[src/rtl/tlspd_pkg.sv]
// ----------------------------------------------------------------------------
// tlspd_pkg
// Types and constants shared by the two-LED status pattern driver.
// ----------------------------------------------------------------------------
package tlspd_pkg;

  typedef enum logic [1:0] {
    MODE_TICK    = 2'd0,
    MODE_SET_SYS = 2'd1,
    MODE_SET_BUS = 2'd2,
    MODE_FRAME   = 2'd3
  } mode_e;

  localparam logic [2:0] SYS_OTA     = 3'd6;
  localparam logic [2:0] SYS_WIPING  = 3'd7;
  localparam logic [1:0] BUS_HEALTHY = 2'd1;
  localparam logic [1:0] BUS_GARBAGE = 2'd2;

  // register word index (paddr[2])
  localparam logic REG_BLIP_LEN = 1'b0;

  localparam int unsigned BLIP_W = 20;
  localparam logic [BLIP_W-1:0] BLIP_RESET = 20'd30000;

  // 50000 us per slot = 16 * 3125
  localparam int unsigned SLOT_SHIFT  = 4;
  localparam int unsigned SLOT_DIV    = 3125;
  localparam int unsigned CHUNK_W     = 10;
  localparam int unsigned CHUNKS      = 6;
  localparam int unsigned X_W         = CHUNK_W * CHUNKS;
  localparam int unsigned FOLD_W      = 31;
  localparam int unsigned REM_MAX_W   = 18;
  localparam int unsigned RECIP_SHIFT = 30;
  localparam int unsigned RECIP_W     = 19;
  localparam logic [RECIP_W-1:0] RECIP = 19'd343598;
  localparam int unsigned SLOT_W      = 6;

  typedef struct packed {
    logic [2:0] sys;
    logic [1:0] bus;
    logic       lit;
  } meta_t;

  localparam logic [7:0][63:0] STATUS_PAT = {
    64'h0000_00FF_FFFF_FFFF,  // wiping
    64'h0000_0033_3333_3333,  // ota
    64'h0000_0055_5555_5555,  // fatal
    64'h0000_00FF_FFFF_FFFE,  // nominal
    64'h0000_0000_0000_0001,  // connected
    64'h0000_0000_0000_001B,  // disconnected
    64'h0000_0033_3333_3333,  // ap
    64'h0000_00FF_FFFF_FFFF   // booting
  };

  localparam logic [63:0] PAT_OTA_BLUE = 64'h0000_00CC_CCCC_CCCC;
  localparam logic [63:0] PAT_GARBAGE  = 64'h0000_0018_C631_8C63;

endpackage

[src/rtl/tlspd_div_stage.sv]
// ----------------------------------------------------------------------------
// tlspd_div_stage
// Slot index from elapsed time in 16 us units, over four registered steps:
// fold the chunks modulo 3125 * SLOT_COUNT, reciprocal quotient, remainder,
// and slot = remainder / 3125.
// ----------------------------------------------------------------------------
module tlspd_div_stage #(
  parameter int unsigned SLOT_COUNT = 40
) (
  input  logic                         clk_i,
  input  logic                         rst_ni,
  input  logic                         en_i,
  input  logic                         valid_i,
  input  logic [tlspd_pkg::X_W-1:0]    x_i,
  input  tlspd_pkg::meta_t             meta_i,
  output logic                         valid_o,
  output logic [tlspd_pkg::SLOT_W-1:0] slot_o,
  output tlspd_pkg::meta_t             meta_o
);
  import tlspd_pkg::*;

  localparam int unsigned MOD     = SLOT_DIV * SLOT_COUNT;
  localparam int unsigned MOD_W   = $clog2(MOD);
  localparam int unsigned Q_SHIFT = FOLD_W + MOD_W;
  localparam int unsigned Q_W     = FOLD_W + 1 - MOD_W;
  localparam int unsigned P_W     = CHUNK_W + REM_MAX_W;
  localparam int unsigned QP_W    = 2 * FOLD_W + 1;
  localparam int unsigned SP_W    = REM_MAX_W + RECIP_W;
  localparam logic [FOLD_W:0] RECIP_Q =
    (FOLD_W+1)'(((64'd1 << Q_SHIFT) + 64'(MOD) - 64'd1) / 64'(MOD));
  localparam logic [REM_MAX_W-1:0] MOD_V = REM_MAX_W'(MOD);

  typedef logic [CHUNKS-1:0][REM_MAX_W-1:0] weights_t;

  // weight of chunk i is 2^(CHUNK_W*i) modulo MOD
  function automatic weights_t fold_weights();
    weights_t w;
    for (int i = 0; i < CHUNKS; i++) begin
      w[i] = REM_MAX_W'((64'd1 << (CHUNK_W * i)) % 64'(MOD));
    end
    return w;
  endfunction

  localparam weights_t WEIGHT = fold_weights();

  logic [FOLD_W-1:0]    fold_d;
  logic [QP_W-1:0]      quot_prod;
  logic [Q_W-1:0]       quot_d;
  logic [FOLD_W-1:0]    back;
  logic [FOLD_W-1:0]    rem_full;
  logic [REM_MAX_W-1:0] rem_d;
  logic [SP_W-1:0]      slot_prod;
  logic [SLOT_W-1:0]    slot_d;

  logic                 a_v_q, b_v_q, c_v_q, d_v_q;
  logic [FOLD_W-1:0]    a_fold_q, b_fold_q;
  logic [Q_W-1:0]       b_quot_q;
  logic [REM_MAX_W-1:0] c_rem_q;
  logic [SLOT_W-1:0]    d_slot_q;
  meta_t                a_meta_q, b_meta_q, c_meta_q, d_meta_q;

  // sum stays below 2^30
  always_comb begin
    logic [P_W-1:0] part;
    fold_d = '0;
    for (int i = 0; i < CHUNKS; i++) begin
      part   = P_W'(x_i[i*CHUNK_W +: CHUNK_W]) * P_W'(WEIGHT[i]);
      fold_d = fold_d + FOLD_W'(part);
    end
  end

  assign quot_prod = QP_W'(a_fold_q) * QP_W'(RECIP_Q);
  assign quot_d    = quot_prod[Q_SHIFT +: Q_W];

  assign back     = FOLD_W'(b_quot_q) * FOLD_W'(MOD_V);
  assign rem_full = b_fold_q - back;
  assign rem_d    = rem_full[REM_MAX_W-1:0];

  assign slot_prod = SP_W'(c_rem_q) * SP_W'(RECIP);
  assign slot_d    = slot_prod[RECIP_SHIFT +: SLOT_W];

  always_ff @(posedge clk_i or negedge rst_ni) begin
    if (!rst_ni) begin
      a_v_q <= 1'b0;
      b_v_q <= 1'b0;
      c_v_q <= 1'b0;
      d_v_q <= 1'b0;
    end else if (en_i) begin
      a_v_q <= valid_i;
      b_v_q <= a_v_q;
      c_v_q <= b_v_q;
      d_v_q <= c_v_q;
    end
  end

  always_ff @(posedge clk_i) begin
    if (en_i) begin
      a_fold_q <= fold_d;
      a_meta_q <= meta_i;
      b_fold_q <= a_fold_q;
      b_quot_q <= quot_d;
      b_meta_q <= a_meta_q;
      c_rem_q  <= rem_d;
      c_meta_q <= b_meta_q;
      d_slot_q <= slot_d;
      d_meta_q <= c_meta_q;
    end
  end

  assign valid_o = d_v_q;
  assign slot_o  = d_slot_q;
  assign meta_o  = d_meta_q;

endmodule

[src/rtl/two_led_status_pattern_driver.sv]
// ----------------------------------------------------------------------------
// two_led_status_pattern_driver
// Status and activity LED levels from 40-slot, 50 ms blink patterns.
//
//   channel | dir | signals                                   | moves
//   in      | in  | in_valid_i/in_ready_o, mode_i, now_us_i,  | one transaction
//           |     | system_state_i, bus_state_i               | per item
//   out     | out | out_valid_o/out_ready_i, status_led_o,    | one per tick
//           |     | activity_led_o                            |
//   cfg     | in  | psel/penable/pwrite/paddr/pwdata/prdata   | APB, pready = 1
//
// One item per cycle, but a tick in the input register waits while the output
// is stalled. A tick result passes the input register, state update, chunk
// fold, quotient, remainder, slot multiply and output register. Other items
// only update state and give no result. Reset clears all control state; no
// clearing pass. A stalled output freezes the pipeline; the input register
// still drains non-tick items.
// ----------------------------------------------------------------------------
module two_led_status_pattern_driver #(
  parameter int unsigned SLOT_COUNT = 40
) (
  input  logic        clk_i,
  input  logic        rst_ni,
  input  logic        in_valid_i,
  output logic        in_ready_o,
  input  logic [1:0]  mode_i,
  input  logic [62:0] now_us_i,
  input  logic [2:0]  system_state_i,
  input  logic [1:0]  bus_state_i,
  output logic        out_valid_o,
  input  logic        out_ready_i,
  output logic        status_led_o,
  output logic        activity_led_o,
  input  logic        psel,
  input  logic        penable,
  input  logic        pwrite,
  input  logic [2:0]  paddr,
  input  logic [31:0] pwdata,
  output logic [31:0] prdata,
  output logic        pready
);
  import tlspd_pkg::*;

  // configuration
  logic [BLIP_W-1:0] blip_len_q;
  logic              cfg_wr;

  // input register
  logic        in_v_q;
  mode_e       in_mode_q;
  logic [62:0] in_now_q;
  logic [2:0]  in_sys_q;
  logic [1:0]  in_bus_q;
  logic        in_adv;
  logic        consume;
  logic        en;

  // block state
  logic [2:0]  sys_q, sys_d;
  logic [1:0]  bus_q, bus_d;
  logic [62:0] start_q, start_d;
  logic [63:0] deadline_q, deadline_d;
  logic        armed_q, armed_d;

  logic [62:0] start_eff;
  logic [62:0] diff;
  logic        lit;

  // entry to the slot pipeline
  logic             e0_v_q;
  logic [X_W-1:0]   e0_x_q;
  meta_t            e0_meta_q;

  // slot stage and output
  logic                          sl_v;
  logic [SLOT_W-1:0]             sl_slot;
  meta_t                         sl_meta;
  logic                          out_v_q;
  logic                          status_q;
  logic                          activity_q;
  logic                          status_d;
  logic                          activity_d;

  // ---------------- configuration port ----------------
  assign pready = 1'b1;
  assign cfg_wr = psel & penable & pwrite & pready;

  always_ff @(posedge clk_i or negedge rst_ni) begin
    if (!rst_ni) begin
      blip_len_q <= BLIP_RESET;
    end else if (cfg_wr && paddr[2] == REG_BLIP_LEN) begin
      blip_len_q <= pwdata[BLIP_W-1:0];
    end
  end

  assign prdata = (paddr[2] == REG_BLIP_LEN) ? 32'(blip_len_q) : 32'd0;

  // ---------------- input register ----------------
  assign en         = ~out_v_q | out_ready_i;
  assign in_adv     = ~in_v_q | en | (in_mode_q != MODE_TICK);
  assign in_ready_o = in_adv;
  assign consume    = in_v_q & in_adv;

  always_ff @(posedge clk_i or negedge rst_ni) begin
    if (!rst_ni) begin
      in_v_q <= 1'b0;
    end else if (in_adv) begin
      in_v_q <= in_valid_i;
    end
  end

  always_ff @(posedge clk_i) begin
    if (in_adv && in_valid_i) begin
      in_mode_q <= mode_e'(mode_i);
      in_now_q  <= now_us_i;
      in_sys_q  <= system_state_i;
      in_bus_q  <= bus_state_i;
    end
  end

  // ---------------- state update ----------------
  assign start_eff = (start_q == '0) ? in_now_q : start_q;
  assign diff      = (in_now_q >= start_eff) ? (in_now_q - start_eff) : '0;
  assign lit       = armed_q ? (blip_len_q != '0) : ({1'b0, in_now_q} < deadline_q);

  always_comb begin
    sys_d      = sys_q;
    bus_d      = bus_q;
    start_d    = start_q;
    deadline_d = deadline_q;
    armed_d    = armed_q;
    if (consume) begin
      case (in_mode_q)
        MODE_SET_SYS: begin
          if (in_sys_q != sys_q) begin
            sys_d   = in_sys_q;
            start_d = '0;
          end
        end
        MODE_SET_BUS: begin
          bus_d = in_bus_q;
        end
        MODE_FRAME: begin
          armed_d = 1'b1;
        end
        MODE_TICK: begin
          start_d = start_eff;
          if (armed_q) begin
            armed_d    = 1'b0;
            deadline_d = {1'b0, in_now_q} + 64'(blip_len_q);
          end
        end
        default: begin
        end
      endcase
    end
  end

  always_ff @(posedge clk_i or negedge rst_ni) begin
    if (!rst_ni) begin
      sys_q      <= '0;
      bus_q      <= '0;
      start_q    <= '0;
      deadline_q <= '0;
      armed_q    <= 1'b0;
    end else begin
      sys_q      <= sys_d;
      bus_q      <= bus_d;
      start_q    <= start_d;
      deadline_q <= deadline_d;
      armed_q    <= armed_d;
    end
  end

  // ---------------- entry 0 ----------------
  always_ff @(posedge clk_i or negedge rst_ni) begin
    if (!rst_ni) begin
      e0_v_q <= 1'b0;
    end else if (en) begin
      e0_v_q <= in_v_q & (in_mode_q == MODE_TICK);
    end
  end

  always_ff @(posedge clk_i) begin
    if (en) begin
      e0_x_q    <= X_W'(diff >> SLOT_SHIFT);
      e0_meta_q <= '{sys: sys_q, bus: bus_q, lit: lit};
    end
  end

  // ---------------- slot from elapsed time ----------------
  tlspd_div_stage #(
    .SLOT_COUNT (SLOT_COUNT)
  ) u_slot (
    .clk_i   (clk_i),
    .rst_ni  (rst_ni),
    .en_i    (en),
    .valid_i (e0_v_q),
    .x_i     (e0_x_q),
    .meta_i  (e0_meta_q),
    .valid_o (sl_v),
    .slot_o  (sl_slot),
    .meta_o  (sl_meta)
  );

  // ---------------- pattern lookup ----------------
  always_comb begin
    status_d = STATUS_PAT[sl_meta.sys][sl_slot];
    if (sl_meta.sys == SYS_OTA) begin
      activity_d = PAT_OTA_BLUE[sl_slot];
    end else if (sl_meta.sys == SYS_WIPING) begin
      activity_d = 1'b1;
    end else if (sl_meta.bus == BUS_GARBAGE) begin
      activity_d = PAT_GARBAGE[sl_slot];
    end else if (sl_meta.bus == BUS_HEALTHY) begin
      activity_d = sl_meta.lit;
    end else begin
      activity_d = 1'b0;
    end
  end

  always_ff @(posedge clk_i or negedge rst_ni) begin
    if (!rst_ni) begin
      out_v_q <= 1'b0;
    end else if (en) begin
      out_v_q <= sl_v;
    end
  end

  always_ff @(posedge clk_i) begin
    if (en) begin
      status_q   <= status_d;
      activity_q <= activity_d;
    end
  end

  assign out_valid_o    = out_v_q;
  assign status_led_o   = status_q;
  assign activity_led_o = activity_q;

`ifndef SYNTH
  a_sys_change_restarts: assert property (@(posedge clk_i) disable iff (!rst_ni)
    (consume && in_mode_q == MODE_SET_SYS && in_sys_q != sys_q) |=> (start_q == '0))
    else $error("cycle start not cleared on system change");

  a_start_holds: assert property (@(posedge clk_i) disable iff (!rst_ni)
    (start_q != '0 && !(consume && in_mode_q == MODE_SET_SYS)) |=> $stable(start_q))
    else $error("cycle start moved without system change");

  a_stall_means_full: assert property (@(posedge clk_i) disable iff (!rst_ni)
    !in_ready_o |-> (in_v_q && out_v_q && !out_ready_i))
    else $error("input stalled while pipeline can move");

  a_tick_disarms: assert property (@(posedge clk_i) disable iff (!rst_ni)
    (consume && in_mode_q == MODE_TICK) |=> !armed_q)
    else $error("blip still armed after tick");
`endif

endmodule
[config.mk]
export PLATFORM = sky130hd
export DESIGN_NAME = two_led_status_pattern_driver
export DESIGN_NICKNAME = d
export VERILOG_FILES = /design/src/rtl/tlspd_pkg.sv /design/src/rtl/tlspd_div_stage.sv /design/src/rtl/two_led_status_pattern_driver.sv
export SDC_FILE = /design/constraint.sdc
export NUM_CORES = 2
export LEC_CHECK = 0
export BUFFER_PORTS_ARGS = -buffer_cell sky130_fd_sc_hd__buf_2
export CAP_MARGIN = 20
export CORE_MARGIN = 2
export CORE_UTILIZATION = 58
export DETAILED_ROUTE_END_ITERATION = 8
export PLACE_DENSITY = 0.76
export SYNTH_ARGS = -nofsm -noshare
export SYNTH_HDL_FRONTEND = slang
export SYNTH_HIERARCHICAL = 1
export SYNTH_SLANG_ARGS = --single-unit
[constraint.sdc]
create_clock -name clk_i -period 7.7 [get_ports clk_i]
set_input_delay 0.385 -clock clk_i [delete_from_list [all_inputs] [get_ports clk_i]]
set_output_delay 0.385 -clock clk_i [all_outputs]
set_load 0.02 [all_outputs]
* Yosys cells after proc, flatten, opt, wreduce, memory -nomap -nowiden
Memory sizes are Yosys's and may differ from the RTL's. A register that Yosys moved wholly into a read port is not among the register bits.
Index checks and enable logic that the tools add are counted.
** Word-level totals
- Flip-flop bits (word level) :: 409
- Bits in read-only memories :: 640
- Input bits :: 112
- Output and inout port bits :: 37
- Word-level logic and storage cells :: 112
- Memories :: 3
** Cells by class
- Add/subtract/negate cells :: 8
- Multipliers :: 7
- $lt $le $gt $ge :: 4
- Equality and inequality tests :: 9
- Mux-type cells :: 18
- Bitwise logic cells :: 10
- Reduce and logical (&&, ||, !) cells :: 13
** Memory list
- (name not given) :: depth 8, bits a word 64, read ports 1, clocked after Yosys merged registers in 1, wr ports 0, RTL line two_led_status_pattern_driver.sv:208 : status_d = STATUS_PAT[sl_meta.sys][sl_slot];
- (name not given) :: depth 64, bits a word 1, read ports 1, clocked after Yosys merged registers in 1, wr ports 0, RTL line two_led_status_pattern_driver.sv:214 : activity_d = PAT_GARBAGE[sl_slot];
- (name not given) :: depth 64, bits a word 1, read ports 1, clocked after Yosys merged registers in 1, wr ports 0, RTL line two_led_status_pattern_driver.sv:210 : activity_d = PAT_OTA_BLUE[sl_slot];
** Operators with widths (number)
- two-way mux 63 bit :: 2
- case mux 63 bit (2 select lines) :: 1
- adder 63 x 20 -> 64 bit :: 1
- < comparator 63 x 64 -> 1 bit :: 1
- two-way mux 64 bit :: 1
- greater-or-equal comparator 63 bit :: 1
- zero test 63 bit :: 1
- subtractor 63 bit :: 1
- adder 31 x 27 -> 31 bit :: 2
- multiplier 31 x 31 -> 62 bit (second input constant) :: 1
- multiplier 18 x 18 -> 35 bit (second input constant) :: 1
- adder 31 x 22 -> 31 bit :: 1
- adder 31 x 26 -> 31 bit :: 1
- multiplier 10 x 14 -> 24 bit (second input constant) :: 1
- multiplier 9 x 13 -> 22 bit (second input constant) :: 1
- adder 10 x 20 -> 21 bit :: 1
- multiplier 10 x 10 -> 20 bit (second input constant) :: 1
- two-way mux 20 bit :: 1
- nonzero test 20 bit :: 1
- multiplier 10 x 9 -> 19 bit (second input constant) :: 1
- subtractor 18 bit :: 1
- multiplier 15 x 14 -> 15 bit (second input constant) :: 1
- two-way mux 6 bit :: 2
- AND reduction 3 bit :: 3
- 18 further kinds :: 40

* Longest topological paths before layout
- Depth after elaboration :: 6
- Mapped depth :: 31
- Depth with buffers taken out :: 31

* By module
The synthesis kept the hierarchy.
** By module, submodules not included
- tlspd_div_stage :: instances 1, cells each 3572, area an instance 37096.8 µm², sequential area each 3433.3 µm²
- two_led_status_pattern_driver :: instances 1, cells each 2157, area an instance 19443.6 µm², sequential area each 8026.4 µm²

* Least setup slack after synthesis
No wires, ideal clock.
- Path kind :: reg2reg
- Start point :: reg e0_x_q[58]
- End point :: reg u_slot.a_fold_q[29], data pin
- Setup time :: 262 ps
- Arrival time :: 7532 ps
- Data required time :: 7438 ps
- Slack :: -93 ps
- Cell stages (with the launch flop) :: 29
- Buffers on the path :: 0
- Clock period less this slack :: 7793 ps
- Path through :: edfxtp_1 ha_1 inv_1 fa_1 inv_1 fa_1 inv_1 fa_1 fa_1 inv_1 ha_1 or3_1 o22a_1 and2_1 nor3_1 nor2_1 fa_1 inv_1 fa_1 fa_1 inv_1 ha_1 and3_1 a221oi_1 a31oi_1 a21oi_2 o211ai_1 a21oi_1 a21oi_1
** Between the ends
- Word-level cells in the longest chain between the ends :: 2
** RTL lines
- from (decl) :: RTL line two_led_status_pattern_driver.sv:71 : logic [X_W-1:0] e0_x_q;
- from (signal assigned) :: RTL line two_led_status_pattern_driver.sv:186 : e0_x_q <= X_W'(diff >> SLOT_SHIFT);
- multiplier 9 x 13 -> 22 bit :: RTL line tlspd_div_stage.sv:67 : part = P_W'(x_i[i*CHUNK_W +: CHUNK_W]) * P_W'(WEIGHT[i]);
- adder 31 x 27 -> 31 bit :: RTL line tlspd_div_stage.sv:68 : fold_d = fold_d + FOLD_W'(part);
- net u_slot.fold_d[29] :: RTL line tlspd_div_stage.sv:46 : logic [FOLD_W-1:0] fold_d;
- to (signal assigned) :: RTL line tlspd_div_stage.sv:98 : a_fold_q <= fold_d;
- to (decl) :: RTL line tlspd_div_stage.sv:56 : logic [FOLD_W-1:0] a_fold_q, b_fold_q;
The timed path passes the listed nets, and every way through them passes these cells.
A chain may end at the register's enable or synchronous reset.

* Final worst setup path
- Start point :: reg e0_x_q[55]
- End point :: reg u_slot.a_fold_q[28], data pin
The elaborated chain is that of the path after synthesis.

==> metrics.csv <==
metric,value,unit
clk buf depth,3,
Slew headroom,0.244,
Final setup viols,0,
GP Congestion,0.960,
Overflow after GRT,0,
RSZ-0062 raised after global routing,yes,
GRT Util Overall,0.292,
critical path type,reg2reg,
crit path DAT,7970,ps
Yosys Warn Count,6,
largest incremental delay on the critical path,580,ps
Worst Min Path Start,pwdata[10],
placed instance count,7210,
number of global-route vias before repair,44800,
final-report max-slew violation count,0,
crit path max fanout,5,
Hold Path Class,in2reg,
metal1 wirelength,58100,um
Met2 Wirelength,71200,um
synthesized area,56500,sq um
Main synth FF type,edfxtp_1,
TritonCTS clock tree,built,
# clock sinks,408,
Crit. End Element,register,
Cells after Synth,5729,
CP Launch Type,register,
clock buffer count from CTS,48,
FP Rows,114,
I/O Buffers,121,
largest net degree at the start of global routing,131,
Post-Layout Cell Count,7422,
max_cap viols,0,
DRC,0,
sequential area share after synthesis,0.203,
min setup slack post-route,81.5,ps
share of cells above drive strength 1,0.0931,
DR WL met3,7300,um
Critical Path RT,8050,ps
clock skew,54.2,ps
Area after DPL,59600,sq um
FF-to-FF setup slack,80,ps
die height,316,um
Critical-path top delay cell,fa_1,
WL final,142000,um
"CTS clk-pin slew, worst paths",60,ps
Ports,149,
vias per cell,5.68,
CTS root buffer,clkbuf_16,
fmax,131,MHz
asr flop ratio synth,0.392,
Fin Hold WS,22.3,ps
RR Endpoint,u_slot/a_fold_q[28]$_DFFE_PP_,
Clock H-tree levels,2,
Tcrit/Tclk final,0.989,
Crit Reg-Reg Startpoint,e0_x_q[55]$_SDFFCE_PN0P_,
Worst Tran Pin Value,1130,ps
Area Overhead vs Synth,11.3,%
Final Hold Viols,0,
Post-DP HPWL,116000,um
count of cell types in the netlist,99,
Post-synth EDFFs,248,
DR vias,42100,
wire per inst,19.1,um
Worst Hold End,blip_len_q[10]$_DFFE_PN1P_,
status,finished clean,
DR top layer,met5,
die area,100000,sq um
initial DRC count,2960,
drt pass-1 iters,8,
Reg2Reg Depth,28,
crit-path most repeated cell,fa_1,
clk_lat worst skew,610,ps
nets,7862,
"flops & latches, synth",408,
Final Cell Area,62900,sq um
first-pass GRT wire length,231000,um
core area,96700,sq um
pre-CTS WS,-139,ps
Horiz. Die Dim,316,um
initial antenna violation count,2,
Tmin final,7620,ps
Initial Util,0.585,
Mean Syn Cell Area,9.87,sq um
post-route ant nets,0,
WHS Path Cells,2,
FILL cells,7535,
[worst max-delay path, delay by kind of cell (launching register included)]
kind            cells  cell delay (ps)
fa+ha+maj          10             4230
buf+inv             6              470
simple gates        5              770
compound gates      7             1410
flops               1              490
[how the worst max path moves through the flow]
stage,from,end,cells after the start
after detailed placement,e0_x_q[57]$_SDFFCE_PN0P_,u_slot/a_fold_q[28]$_DFFE_PP_,30
after floorplan,e0_x_q[58]$_SDFFCE_PN0P_,u_slot/a_fold_q[29]$_DFFE_PP_,28
final,e0_x_q[55]$_SDFFCE_PN0P_,u_slot/a_fold_q[28]$_DFFE_PP_,28
after global placement,e0_x_q[57]$_SDFFCE_PN0P_,u_slot/a_fold_q[28]$_DFFE_PP_,26
after global routing,e0_x_q[58]$_SDFFCE_PN0P_,u_slot/a_fold_q[27]$_DFFE_PP_,29
after CTS,e0_x_q[54]$_SDFFCE_PN0P_,u_slot/a_fold_q[26]$_DFFE_PP_,27
[cells by family after synthesis]
kind of cell | Yosys count | share of synthesized area
other | 2 | 0.000133
muxes | 35 | 0.00686
AOI/OAI and AO/OA | 1013 | 0.115
adders and majority gates | 1656 | 0.457
buffers and inverters | 1326 | 0.0898
xor gates and xnor gates | 235 | 0.0364
DFF | 408 | 0.203
and+or+nand+nor | 1054 | 0.0922
[Yosys cell counts, types with 18 or more instances]
master,count,area (sq um)
xor2_1,71,622
dfrtp_1,153,3830
nor3_1,61,305
clkbuf_1,61,229
o211ai_1,30,225
edfxtp_1,248,7450
xnor2_1,164,1440
o21ai_0,232,1160
nand4_1,44,275
nand2_1,282,1060
a211oi_1,45,338
nor2_1,258,968
a21o_1,104,781
ha_1,960,12000
inv_1,1232,4620
nor2b_1,92,576
mux2_2,29,327
o21ai_1,24,120
a31oi_1,38,238
and2_1,27,169
o21bai_1,25,188
fa_1,683,13700
or3_1,18,113
a21oi_1,290,1450
nand3_1,61,305
buf_4,18,135
nand2b_1,71,444
nor4_1,33,206
and3_1,39,244
o21a_1,40,300
[cell type report]
type	instances	area [sq um]	area share
Antenna cell	1	2.50	0.0000398
Clock buffer	55	1230	0.0195
Clock inverter	33	417	0.00662
Inverter	1233	4640	0.0737
Multi-Input combinational cell	4011	40600	0.645
Sequential cell	408	11500	0.182
Tap cell	1276	1600	0.0254
Timing Repair Buffer	405	3010	0.0479
[sequential cells by signal (all words and copies together) (netlist names), 15 cells and up]
register	flops
in_now_q	63
u_slot/b_fold_q	18
start_q	63
blip_len_q	20
e0_x_q	59
u_slot/a_fold_q	30
u_slot/c_rem_q	18
u_slot/b_quot_q	15
deadline_q	64
[per-layer routing]
layer,vias up,global-route usage
li1,19800,-
met1,20900,0.371
met2,1190,0.518
met3,298,0.0330
met4,2,0.0996
met5,-,0
[stage by stage]
stage / util / TNS (ps)
after floorplan: - / 0
after global placement: 0.617 / -122
after detailed placement: 0.617 / -632
after CTS: 0.644 / -2.73
after global routing: 0.651 / -932
final: 0.651 / 0
[placed cells by master, fill, tap and decap left out, types with 25 or more instances in the layout]
cell type and n:
nand2_1 280, o21bai_1 25, edfxtp_1 248, o21a_1 39, nor3_1 55, buf_4 195, o21ai_1 25, a21oi_1 282
and3_1 36, a21o_1 104, a211oi_1 43, nand4_1 44, fa_1 680, clkbuf_16 48, nand2b_1 71, mux2_2 29
nand3_1 61, inv_1 1218, o21ai_0 229, o211ai_1 30, xor2_1 70, nor2_1 253, nor2b_1 91, dlygate4sd3_1 83
xnor2_1 161, nor4_1 32, ha_1 940, a31oi_1 35, dfrtp_1 153, buf_2 120
[timing repair]
| action | CTS | global route |
|---|---|---|
| pin swaps | 32 | 72 |
| hold buffers | 82 | 1 |
| hold endpoints to repair | 167 | 1 |
| setup buffers | 9 | 30 |
| setup endpoints to repair | 9 | 15 |
| gates resized for setup | 28 | 65 |
Power is not shown: default switching activity piles up to over one toggle a cycle in this logic, so the estimate is an artifact.
